===== config.mk =====
export PLATFORM = sky130hd
export DESIGN_NAME = vap_ctrl
export DESIGN_NICKNAME = d
export VERILOG_FILES = /design/src/sv/vap_pkg.sv /design/src/sv/vap_ctrl.sv
export VERILOG_INCLUDE_DIRS = /design/src /design/src/sv
export SDC_FILE = /design/constraint.sdc
export NUM_CORES = 1
export LEC_CHECK = 0
export ABC_AREA = 1
export BUFFER_PORTS_ARGS = -buffer_cell sky130_fd_sc_hd__clkbuf_2
export CORE_AREA = 3 3 40 42
export CTS_CLUSTER_DIAMETER = 80
export CTS_CLUSTER_SIZE = 24
export DETAILED_ROUTE_END_ITERATION = 6
export DIE_AREA = 0 0 43 45
export PLACE_DENSITY = 0.48
export SLEW_MARGIN = 20
export SYNTH_ARGS = -nofsm -noshare
export SYNTH_HDL_FRONTEND = slang
export SYNTH_SLANG_ARGS = --single-unit

===== constraint.sdc =====
create_clock -name clk -period 1.25 [get_ports clk]
set_clock_uncertainty 0.1 [all_clocks]
set_input_delay 0.3125 -clock clk [delete_from_list [all_inputs] [get_ports clk]]
set_output_delay 0.3125 -clock clk [all_outputs]
set_load 0.02 [all_outputs]

===== src/sv/volume_axis_projection_top_assert.svh =====
// Assertion macros shared by the axis projection RTL.
// Depends on nothing; included by modules that carry assertions.
`ifndef VOLUME_AXIS_PROJECTION_TOP_ASSERT_SVH
`define VOLUME_AXIS_PROJECTION_TOP_ASSERT_SVH

// Same-cycle implication, disabled during reset
`define VAP_ASSERT_NOW(lbl, clk, rst_n, ante, cons, msg) \
	lbl: assert property (@(posedge clk) disable iff (!rst_n) (ante) |-> (cons)) \
		else $error(msg);

// Next-cycle implication, disabled during reset
`define VAP_ASSERT_NEXT(lbl, clk, rst_n, ante, cons, msg) \
	lbl: assert property (@(posedge clk) disable iff (!rst_n) (ante) |=> (cons)) \
		else $error(msg);

`endif


===== src/sv/vap_pkg.sv =====
// Shared types and fixed constants of the axis projection block.
// No dependencies.
package vap_pkg;

	localparam int SZW       = 7;  // configured size width
	localparam int CFG_IDX_W = 3;
	localparam int CFG_DAT_W = 7;
	localparam int RES_W     = 40;
	localparam int POS_W     = 6;

	localparam logic [CFG_IDX_W-1:0] REG_AXIS   = 3'd0;
	localparam logic [CFG_IDX_W-1:0] REG_OP     = 3'd1;
	localparam logic [CFG_IDX_W-1:0] REG_SIZE_X = 3'd2;
	localparam logic [CFG_IDX_W-1:0] REG_SIZE_Y = 3'd3;
	localparam logic [CFG_IDX_W-1:0] REG_SIZE_Z = 3'd4;

	localparam logic [1:0] AXIS_X = 2'd0;
	localparam logic [1:0] AXIS_Y = 2'd1;
	localparam logic [1:0] AXIS_Z = 2'd2;

	localparam logic [1:0] OP_MAX = 2'd0;
	localparam logic [1:0] OP_MIN = 2'd1;
	localparam logic [1:0] OP_SUM = 2'd2;
	localparam logic [1:0] OP_AVG = 2'd3;

	typedef struct packed {
		logic accept;     // latch item, read accumulator entry
		logic upd;        // write back entry, advance position
		logic div_start;
		logic div_take;   // capture quotient
		logic load_pick;  // load output from fresh reduction
		logic load_res;   // load output from held result
	} cmd_t;

	typedef struct packed {
		logic active;
		logic last;
		logic avg;
		logic div_busy;
	} sts_t;

endpackage


===== src/sv/vap_ctrl.sv =====
// Sequencer of the axis projection block: accept, update, divide, emit.
// Depends on vap_pkg and the assertion macro header.
`include "volume_axis_projection_top_assert.svh"
module vap_ctrl (
	input  logic          clk,
	input  logic          arst_n,
	input  logic          in_valid,
	output logic          in_ready,
	output logic          out_valid,
	input  logic          out_ready,
	input  vap_pkg::sts_t sts,
	output vap_pkg::cmd_t cmd
);
	localparam logic [1:0] S_IDLE = 2'd0;
	localparam logic [1:0] S_UPD  = 2'd1;
	localparam logic [1:0] S_DIV  = 2'd2;
	localparam logic [1:0] S_EMIT = 2'd3;

	logic [1:0] state_q;
	logic [1:0] state_nxt;
	logic       out_valid_q;
	logic       out_free;

	assign out_free  = !out_valid_q || out_ready;
	assign out_valid = out_valid_q;
	assign in_ready  = state_q == S_IDLE;

	always_comb begin
		cmd       = '0;
		state_nxt = state_q;
		case (state_q)
			S_IDLE: begin
				if (in_valid) begin
					cmd.accept = 1'b1;
					state_nxt  = S_UPD;
				end
			end
			S_UPD: begin
				cmd.upd   = 1'b1;
				state_nxt = S_IDLE;
				if (sts.active && sts.last) begin
					if (sts.avg) begin
						cmd.div_start = 1'b1;
						state_nxt     = S_DIV;
					end else if (out_free) begin
						cmd.load_pick = 1'b1;
					end else begin
						state_nxt = S_EMIT;
					end
				end
			end
			S_DIV: begin
				if (!sts.div_busy) begin
					cmd.div_take = 1'b1;
					state_nxt    = S_EMIT;
				end
			end
			S_EMIT: begin
				if (out_free) begin
					cmd.load_res = 1'b1;
					state_nxt    = S_IDLE;
				end
			end
			default: state_nxt = S_IDLE;
		endcase
	end

	always_ff @(posedge clk or negedge arst_n) begin
		if (!arst_n) begin
			state_q     <= S_IDLE;
			out_valid_q <= 1'b0;
		end else begin
			state_q <= state_nxt;
			if (cmd.load_pick || cmd.load_res) begin
				out_valid_q <= 1'b1;
			end else if (out_ready) begin
				out_valid_q <= 1'b0;
			end
		end
	end

	`VAP_ASSERT_NEXT(a_accept_upd, clk, arst_n, cmd.accept, state_q == S_UPD, "accept not followed by update")
	`VAP_ASSERT_NOW(a_load_free, clk, arst_n, cmd.load_pick || cmd.load_res, out_free, "output overwritten while stalled")
	`VAP_ASSERT_NEXT(a_load_valid, clk, arst_n, cmd.load_pick || cmd.load_res, out_valid_q, "loaded result not presented")
	`VAP_ASSERT_NEXT(a_div_wait, clk, arst_n, cmd.div_start, state_q == S_DIV && sts.div_busy, "divider did not start")
endmodule


# --- Word level (Yosys, flattened, before mapping) ---
# Index checks and enable logic that the tools add are counted.
totals:
  mem_bits_rw: 0
  in_bits: 8
  latch_bits: 0
  ff_bits: 3
  romBits: 0
  elab_cells: 36
  mem_count: 0
op_classes:
  addsub: 0
  eq_ne: 6
  muxes: 21
  magnitude_cmp: 0
  n_shift: 0
  div: 0
  n_reduce_logical: 7
  bitwise: 0
  n_mul: 0
op_table:
  columns: ["op", "count"]
  rows:
  - ["$mux W2", 7]
  - ["$mux W1", 13]
  - ["$pmux W2 S4", 1]
  - ["$ne A2 B2 Y1 const B", 3]
  - ["$eq A2 B2 Y1 const B", 2]
  - ["$reduce_and A3 Y1", 1]
  - ["$eq A2 B1 Y1 const B", 1]
  - ["$logic_not A2 Y1", 1]
  - ["$logic_or A1 B1 Y1", 2]
  - ["$reduce_bool A2 Y1", 1]
  - ["$logic_and A1 B1 Y1", 1]
  - ["$logic_not A1 Y1", 1]

# --- Longest topological paths before layout ---
# Gate-level depths: netlist of the first run.
depth:
  word_depth: 8
  depth_mapped: 7
  depth_no_buf: 7

# --- Least setup slack after synthesis of the first run ---
# Ideal clock, no wire load.
synth_path:
  path_type: "reg2out"
  startpoint: "reg with a tool-made name"
  endpoint: "out cmd[1] (netlist name)"
  setup_slack_ns: -0.169
  required_time_ns: 0.837
  stages_incl_launch_ff: 6
  arrival_time_ns: 1.006
  cell_sequence: "dfrtp_1 -> inv_1 -> nand2_2 -> nor2_4 -> inv_1 -> nor2_1"
synth_rtl:
  columns: ["item", "line", "text"]
  rows:
  - ["end: declaration", "vap_ctrl.sv:12", "output vap_pkg::cmd_t cmd"]

==> reports/metrics.csv, run 1 <==
metric,value,unit
status,finished with violations,
failing checks,setup timing,
Total GRT Usage,0.0851,
Placed Area,384,µm²
DRC viols,0,
CTS root buf,clkbuf_4,
GR Util met2,0.108,
hold_sp,sts[1],
maximum VDD drop,0.00108,V
Max-Cap Viols,0,
H-tree depth,1,
Yosys reg bits,3,
internal power,0.000678,W
share of layout cells above drive strength 1,0.591,
Final Cycle Share,1.25,
sequential cell fraction of total power,0.167,
latest clock arrival within the worst-skew pair,0.24,ns
Syn Area/Cell,6.09,µm²
share of total power in combinational logic,0.682,
Worst R2R End,state_q[0],
Setup crit end kind,output port,
Crit path required time,0.84,ns
Overflow after GRT,0,
main area contributors after synthesis,"dfrtp_1 (33%), nand2_1 (15%), inv_1 (13%)",
Adder-Cell Fraction of Synth Area,0,
Slew @ Worst Pin,0.156,ns
drt pass-1 iters,3,
CP Launch Type,flip-flop,
CTS tree,yes,
"Async S/R FF share, synth",1.00,
vias in the first global route,310,
sequential-to-total area share from yosys stat,0.333,
RSZ-0062 raised after global routing,true,
Longest Clk Path Bufs,2,
switching power,0.000501,W
Worst Hold End,out_valid,
R2R setup slack,0.02,ns
setup tns final,-1.77,ns
syn_nets,45,
Pwr Density,2370,nW/µm²
area grow syn2layout,121,%
crit-path max FO,2,
routing usage on met1,0.114,
relative slew slack,0.895,
"Clk pin slew, worst setup/hold paths",0.04,ns
Main synth FF type,dfrtp_1,
first-pass GRT wire length,1210,µm
min Tclk post-route,1.56,ns
Rows,13,
Num CTS Buffers,3,
Crit path largest cell delay,0.38,ns
YS warnings,0,
cell taking the most area after synthesis,dfrtp_1,
Post-synth top cells,"nand2_1 (9), inv_1 (8), nor2_1 (7)",
Hold Crit Class,input pin to flip-flop,
Die ar.,1940,µm²
xor/xnor share of the synthesized area,0,
top cell type's share of synthesized area,0.333,
fmax,640,MHz
I/O pin cnt,16,
mux contribution to synthesized area,0,
Post-synth EDFFs,0,
Final GP Congestion,0.712,
largest net degree at the start of global routing,7,
fin area,497,µm²
Vias/cell,3.80,
number of fill cells,151,
Net Sw Frac,0.425,
Post-Synth Simple-Gate Area,0.517,
final setup margin,-0.313,ns
Port Buffers,15,
Starting Density,0.175,
busiest grt layer,met1,
max-slew violations,0,
main combinational cell family by area after synthesis,simple AND/OR/NAND/NOR gates,
CP Data Arrival Time,1.15,ns
final setup violation count,7,
"Hold Vio Cnt, Final",0,
initial antenna violation count,0,
Compound-Gate Fraction of Synth Area,0,
nets,75,
Post-DP HPWL,508,µm
"worst slack, placed",-0.127,ns
Leak,0.266,nW
Top Family by Delay on Critical Path,flip-flops,
Post-DRT Antenna Nets,0,
"count leader, synth",nand2_1,
Netlist Area Pre-Place,225,µm²
routed wire length,628,µm
Clk pwr share,0.151,
Reg2Reg Depth,7,
cell mode on critical path,inv_2,
met3 GRT Util,0.0398,
DR vias,308,
DR iter-0 viols,3,
WS Path Type,flip-flop to output port,
Buf/Inv on CP,3,
Synth Instances,37,
die width,43,µm
hold slack final,0.292,ns
diode count,0,
WL/cell,7.75,µm
slowest CP cell,dfrtp_1,
CTS Sinks,3,
Die Ht,45,µm
post-synth cell types,11,
CP Cell Sequence,inv_2 > nand2_2 > nor2_4 > inv_2 > nor2_2 > clkbuf_8,
Hold Path Stages,4,
Core Area,1280,µm²
## cells by family after synthesis
logic type | Yosys count
and+or+nand+nor | 25
buffers and inverters | 9
DFF | 3
## worst max path at each step
stage / end / cells past startpoint
5_1_grt: cmd[1] / 6
3_3_place_gp: cmd[1] / 5
2_1_floorplan: cmd[2] / 1
3_5_place_dp: cmd[1] / 5
6_report: cmd[1] / 6
4_1_cts: cmd[1] / 6
## tightest hold or removal path, cell delays in order
cell,delay [ns]
clkbuf_2,0.07
inv_1,0.05
nand2_2,0.08
nand3_1,0.06
## power by group through the flow
stage / Sequential, W / Clock [W] / Combinational [W]
after floorplan: 0.000221 / 0 / 0.000323
after global placement: 0.000198 / 0 / 0.000578
after detailed placement: 0.000198 / 0 / 0.000579
after CTS: 0.000197 / 0.000186 / 0.000783
after global routing: 0.000205 / 0.000196 / 0.000884
final: 0.000197 / 0.000178 / 0.000804
## cells in the final DEF (no fill, tap or decap)
cell and n:
buf_4 11, buf_8 3, clkbuf_1 1, clkbuf_2 8, clkbuf_4 3, clkbuf_8 2
clkinv_1 1, dfrtp_1 2, dfrtp_2 1, dlygate4sd3_1 1, inv_1 5, inv_2 3
nand2_1 9, nand2_2 2, nand3_1 2, nand4_1 1, nor2_1 3, nor2_2 3
nor2_4 3, nor3_1 2
## per-stage QoR
step                      std cells  utilization  total power [W]
after global routing             81        0.387          0.00129
final                            81        0.387          0.00118
after CTS                        81        0.384          0.00117
after global placement           74        0.299         0.000776
after detailed placement         74        0.299         0.000777
after floorplan                  37            -         0.000544
## timing repair
| action | in CTS | in global routing |
|---|---|---|
| buffers inserted | 2 | 0 |
| pin swaps | 0 | 1 |
| resized for setup | 16 | 5 |
| endpoints found under the hold margin | 3 | 0 |
| hold buffers | 1 | 0 |
| setup endpoints to repair | 7 | 9 |
## routing by layer
metal,vias up,share of wire
met5,-,0
met4,0,0.016
met3,2,0.097
met2,13,0.42
met1,126,0.46
li1,167,-
## cell type report
type / instances / area [µm²] / share of cell area
Clock buffer: 4 / 26.3 / 0.0529
Timing Repair Buffer: 25 / 205 / 0.413
Sequential cell: 3 / 76.3 / 0.154
Tap cell: 15 / 18.8 / 0.0378
Inverter: 9 / 33.8 / 0.0680
Multi-Input combinational cell: 25 / 136 / 0.275
No activity file was read; power rests on OpenSTA's default activity.
==> inputs of run 2 (changes only) <==
==> constraint.sdc (replaced) <==
create_clock -name clk -period 1.25 [get_ports clk]
set_clock_uncertainty 0.1 [all_clocks]
set_input_delay 0.0625 -clock clk [delete_from_list [all_inputs] [get_ports clk]]
set_output_delay 0.0625 -clock clk [all_outputs]
set_load 0.02 [all_outputs]
==> run 2 against run 1 <==
  * The run still ends with setup timing left
  * Sequential cell count unchanged
  * Final area decreased by 12%
  * Power decreased by 13%
  * Routed wire length shrank 6.8%
  * Sequential power increased by 11%
  * Register-to-register slack worse by 0.10 ns
  * Global-route usage down 1.6 points
  * Critical endpoint is now cmd[0]
==> reports/metrics.csv, run 2 (same netlist as run 1, synthesis figures left out) <==
metric,value,unit,change
status,finished with violations,,
failing checks,setup timing,,
Post-DP HPWL,457,µm,-10%
Longest Clk Path Bufs,2,,unchanged
CTS tree,yes,,
latest clock arrival within the worst-skew pair,0.23,ns,about the same
crit-path max FO,3,,+1
Leak,0.243,nW,-8.5%
relative slew slack,0.886,,-0.00958
Hold Path Stages,4,,unchanged
CTS Sinks,3,,unchanged
Final Cycle Share,1.08,,-0.175
CP Data Arrival Time,1.18,ns,+0.03 ns
max-slew violations,0,,unchanged
WS Path Type,flip-flop to output port,,
DR iter-0 viols,2,,-1
I/O pin cnt,16,,unchanged
nets,71,,-5.3%
largest net degree at the start of global routing,8,,+1
Slew @ Worst Pin,0.171,ns,+0.0149 ns
Reg2Reg Depth,8,,+1
RSZ-0062 raised after global routing,true,,
dpl cells,68,,-8.1%
Pwr Density,2340,nW/µm²,-1.2%
Die Ht,45,µm,unchanged
vias in the first global route,250,,-19%
Crit path required time,1.09,ns,+0.25 ns
final setup margin,-0.0944,ns,+0.219 ns
most frequent cells in the layout,"nand2_1 (9), clkbuf_2 (9), inv_1 (6), buf_4 (6)",,
final setup violation count,7,,unchanged
fin area,435,µm²,-12%
Starting Density,0.175,,unchanged
CP Capture Point,cmd[0],,
DRC viols,0,,unchanged
WL/cell,7.60,µm,-2.0%
Port Buffers,15,,unchanged
H-tree depth,1,,unchanged
CP Launch Type,flip-flop,,
"Hold Vio Cnt, Final",0,,unchanged
Overflow after GRT,0,,unchanged
maximum VDD drop,0.000716,V,-34%
Max-Cap Viols,0,,unchanged
drt pass-1 iters,2,,-1
Vias/cell,3.75,,-1.3%
min Tclk post-route,1.34,ns,-0.219 ns
setup tns final,-0.395,ns,+1.38 ns
Rows,13,,unchanged
Num CTS Buffers,3,,unchanged
share of layout cells above drive strength 1,0.532,,-0.0587
initial antenna violation count,0,,unchanged
area grow syn2layout,93.3,%,
die width,43,µm,unchanged
R2R setup slack,-0.08,ns,-0.10 ns
first-pass GRT wire length,959,µm,-21%
Pwr Total,0.00102,W,-13%
fmax,744,MHz,+16%
Setup crit end kind,output port,,
"Clk pin slew, worst setup/hold paths",0.03,ns,about the same
diode count,0,,unchanged
DR vias,289,,-6.2%
Core Area,1280,µm²,unchanged
Hold Crit Class,input pin to flip-flop,,
Die ar.,1940,µm²,unchanged
Total GRT Usage,0.0692,,-0.0159
routed wire length,585,µm,-6.8%
post-route insts no fill,77,,-4.9%
Placed Area,329,µm²,-14%
CTS root buf,clkbuf_4,,
Worst R2R End,state_q[0],,
Final GP Congestion,0.659,,-7.5%
hold slack final,0.0596,ns,-0.232 ns
Post-DRT Antenna Nets,0,,unchanged
[run 2: worst min-delay path by stage]
stage	startpoint	end	slack (ns)
floorplan	arst_n	async pin	-0.33
finish	sts[0]	state_q[0]	0.06
detailed placement	arst_n	out_valid	-0.24
global placement	arst_n	out_valid	-0.24
global route	arst_n	async pin	0.08
CTS	arst_n	out_valid	0.06
[run 2: layout make-up]
class	instances	area, µm²
Timing Repair Buffer	21	146
Fill cell	150	850
Sequential cell	3	76.3
Tap cell	15	18.8
Inverter	9	33.8
Clock buffer	4	26.3
Multi-Input combinational cell	25	134
[run 2: critical path, stage by stage, from the launching register on]
cell and delay (ns):
dfrtp_1 0.40, buf_4 0.15, buf_6 0.10, nand2_1 0.09, nor2_1 0.05, clkbuf_4 0.16
[run 2: stage by stage]
stage               worst slack (ns)  utilization
finish                       -0.0944        0.339
global route                  -0.190        0.339
CTS                           -0.119        0.321
detailed placement            0.0649        0.256
global placement              0.0599        0.256
floorplan                     0.0689            -
[run 2: routing by layer]
layer | up-vias | GRT usage | part of all wire
met5 | - | 0 | 0
met4 | 0 | 0.0542 | 0
met3 | 0 | 0.0239 | 0.080
met2 | 10 | 0.108 | 0.48
met1 | 119 | 0.0773 | 0.44
li1 | 160 | - | -
[run 2: what timing repair did]
item,CTS,global route
gates resized for setup,9,11
hold endpoints to repair,3,0
pin swaps,2,3
buffers inserted,4,0
endpoints found under the setup margin,5,8
hold buffers,1,0
[run 2: power by group]
part / switching, W / leakage (nW) / internal, W
clock: 0.0000457 / 0.0150 / 0.000119
sequential: 0.0000677 / 0.0372 / 0.000150
combinational: 0.000350 / 0.191 / 0.000287
total: 0.000464 / 0.243 / 0.000557
==> inputs of run 3 (changes only) <==
--- a/config.mk
+++ b/config.mk
@@ -14,6 +14,7 @@
 export DETAILED_ROUTE_END_ITERATION = 6
 export DIE_AREA = 0 0 43 45
 export PLACE_DENSITY = 0.48
+export REMOVE_ABC_BUFFERS = 1
 export SLEW_MARGIN = 20
 export SYNTH_ARGS = -nofsm -noshare
 export SYNTH_HDL_FRONTEND = slang
==> run 3 against run 2 <==
  * The flow still finishes with violations (setup timing)
  * Routed wire length increased by 10%
  * Sequential cell count unchanged
  * Maximum frequency rose by 3.4%
  * Count of clock-buffer cells in the layout stayed put
  * Core utilization rose by 1.5 points
  * Final area up 4.3%
  * Worst setup slack improved by 0.044 ns
  * Combinational power increased by 18%
  * Critical path type unchanged
  * Critical endpoint is now cmd[1]
  * Largest power group unchanged
  * Highest routed layer is now met4
==> reports/metrics.csv, run 3 (same netlist as run 1, synthesis figures left out) <==
metric,value,unit,change
Num CTS Buffers,3,,unchanged
register area,76.3,µm²,unchanged
"Hold Vio Cnt, Final",0,,unchanged
CTS root buf,clkbuf_4,,
DRC viols,0,,unchanged
Starting Density,0.175,,unchanged
vias in the first global route,277,,+11%
failing checks,setup timing,,
Setup crit end kind,output port,,
share of layout cells above drive strength 1,0.607,,+0.0743
Clk pwr share,0.152,,-0.010
most frequent cells in the layout,"nand2_1 (8), clkbuf_2 (8), buf_4 (7)",,
sequential cell fraction of total power,0.188,,-0.025
Hold Crit Class,input pin to async pin,,
Vias/cell,3.95,,+5.2%
number of fill cells,144,,-4.0%
R2R setup slack,0.05,ns,+0.13 ns
maximum VDD drop,0.000966,V,+35%
routed wire length,644,µm,+10%
H-tree depth,1,,unchanged
Post-DP HPWL,439,µm,-4.0%
Core Area,1280,µm²,unchanged
Worst R2R End,state_q[0],,
Post-DRT Antenna Nets,0,,unchanged
internal power,0.000627,W,+13%
Leak,0.244,nW,+0.42%
CP Launch Type,flip-flop,,
largest net degree at the start of global routing,7,,-1
area grow syn2layout,102,%,
Reg2Reg Depth,6,,-2
crit-path max FO,4,,+1
drt pass-1 iters,2,,unchanged
status,finished with violations,,
final setup margin,-0.0504,ns,+0.0440 ns
switching power,0.000515,W,+11%
Crit path required time,1.09,ns,about the same
CTS tree,yes,,
nets,70,,-1.4%
multi-input logic area,144,µm²,+7.5%
relative slew slack,0.887,,+0.00133
latest clock arrival within the worst-skew pair,0.24,ns,about the same
RSZ-0062 raised after global routing,true,,
Total GRT Usage,0.0759,,+0.00673
Longest Clk Path Bufs,2,,unchanged
post-route insts no fill,76,,-1.3%
Rows,13,,unchanged
share of total power in combinational logic,0.660,,+0.035
Overflow after GRT,0,,unchanged
"Clk pin slew, worst setup/hold paths",0.04,ns,about the same
max-slew violations,0,,unchanged
WS Path Type,flip-flop to output port,,
Slew @ Worst Pin,0.168,ns,-0.00266 ns
FF-to-FF Start,state_q[0],,
initial antenna violation count,0,,unchanged
Net Sw Frac,0.451,,-0.00365
min Tclk post-route,1.30,ns,-0.0440 ns
Final GP Congestion,0.627,,-4.8%
I/O pin cnt,16,,unchanged
"worst slack, placed",0.0973,ns,+0.0325 ns
CTS Sinks,3,,unchanged
DR vias,300,,+3.8%
diode count,0,,unchanged
Die ar.,1940,µm²,unchanged
die width,43,µm,unchanged
WL/cell,8.47,µm,+12%
DR iter-0 viols,3,,+1
first-pass GRT wire length,1010,µm,+5.0%
Port Buffers,15,,unchanged
CP Data Arrival Time,1.14,ns,-0.04 ns
Pwr Density,2510,nW/µm²,+7.3%
Die Ht,45,µm,unchanged
final setup violation count,4,,-3
Max-Cap Viols,0,,unchanged
dpl cells,68,,unchanged
Final Cycle Share,1.04,,-0.0352
fmax,769,MHz,+3.4%
-- run 3: worst max path at each step --
stage	start	to	slack, ns
after floorplan	state_q[0]	state_q[0]	-0.03
after global placement	state_q[0]	state_q[0]	0.07
after detailed placement	state_q[0]	cmd[1]	0.1
after CTS	flip-flop	cmd[1]	-0.11
after global routing	flip-flop	cmd[3]	-0.12
final	flip-flop	cmd[1]	-0.05
-- run 3: metrics by stage --
step / hold WS, ns / TNS (ns) / total power, W / area [µm²] / utilization
after floorplan: -0.333 / -0.0430 / 0.000524 / 225 / -
after detailed placement: -0.237 / 0 / 0.000686 / 327 / 0.254
after global placement: -0.236 / 0 / 0.000685 / 327 / 0.254
after global routing: 0.0523 / -0.487 / 0.00123 / 454 / 0.353
final: 0.0555 / -0.129 / 0.00114 / 454 / 0.353
after CTS: 0.0479 / -0.317 / 0.00107 / 422 / 0.328
-- run 3: area by class of cell --
| cell class | count | share of cell area |
|---|---|---|
| clock buffer | 4 | 0.0579 |
| inverter | 9 | 0.0744 |
| sequential | 3 | 0.168 |
| timing repair buffer | 20 | 0.342 |
| tap | 15 | 0.0413 |
| multi-input combinational | 25 | 0.317 |
-- run 3: power groups by stage --
stage | clock [W] | sequential (W) | combinational, W
after floorplan | 0 | 0.000218 | 0.000306
after global placement | 0 | 0.000202 | 0.000483
after detailed placement | 0 | 0.000204 | 0.000481
after CTS | 0.000183 | 0.000205 | 0.000677
after global routing | 0.000189 | 0.000222 | 0.000816
final | 0.000174 | 0.000215 | 0.000754
-- run 3: what timing repair did --
action                                  in CTS  in global routing
endpoints found under the setup margin       6                  8
setup buffers                                3                  0
resized for setup                           14                 17
hold buffers                                 1                  0
hold endpoints to repair                     3                  0
pin swaps                                    2                  2
cloned                                       0                  0
-- run 3: worst max-delay path, stage by stage, from the launching register on --
cell,delay (ns)
dfrtp_1,0.40
inv_2,0.09
nand2_4,0.05
nor2_4,0.09
inv_2,0.05
nor2_2,0.09
buf_6,0.12
-- run 3: layer usage --
layer / routed length, µm / track usage
met3: 43 / 0.0120
met1: 255 / 0.0726
met4: 14 / 0.0904
met5: 0 / 0
met2: 330 / 0.129
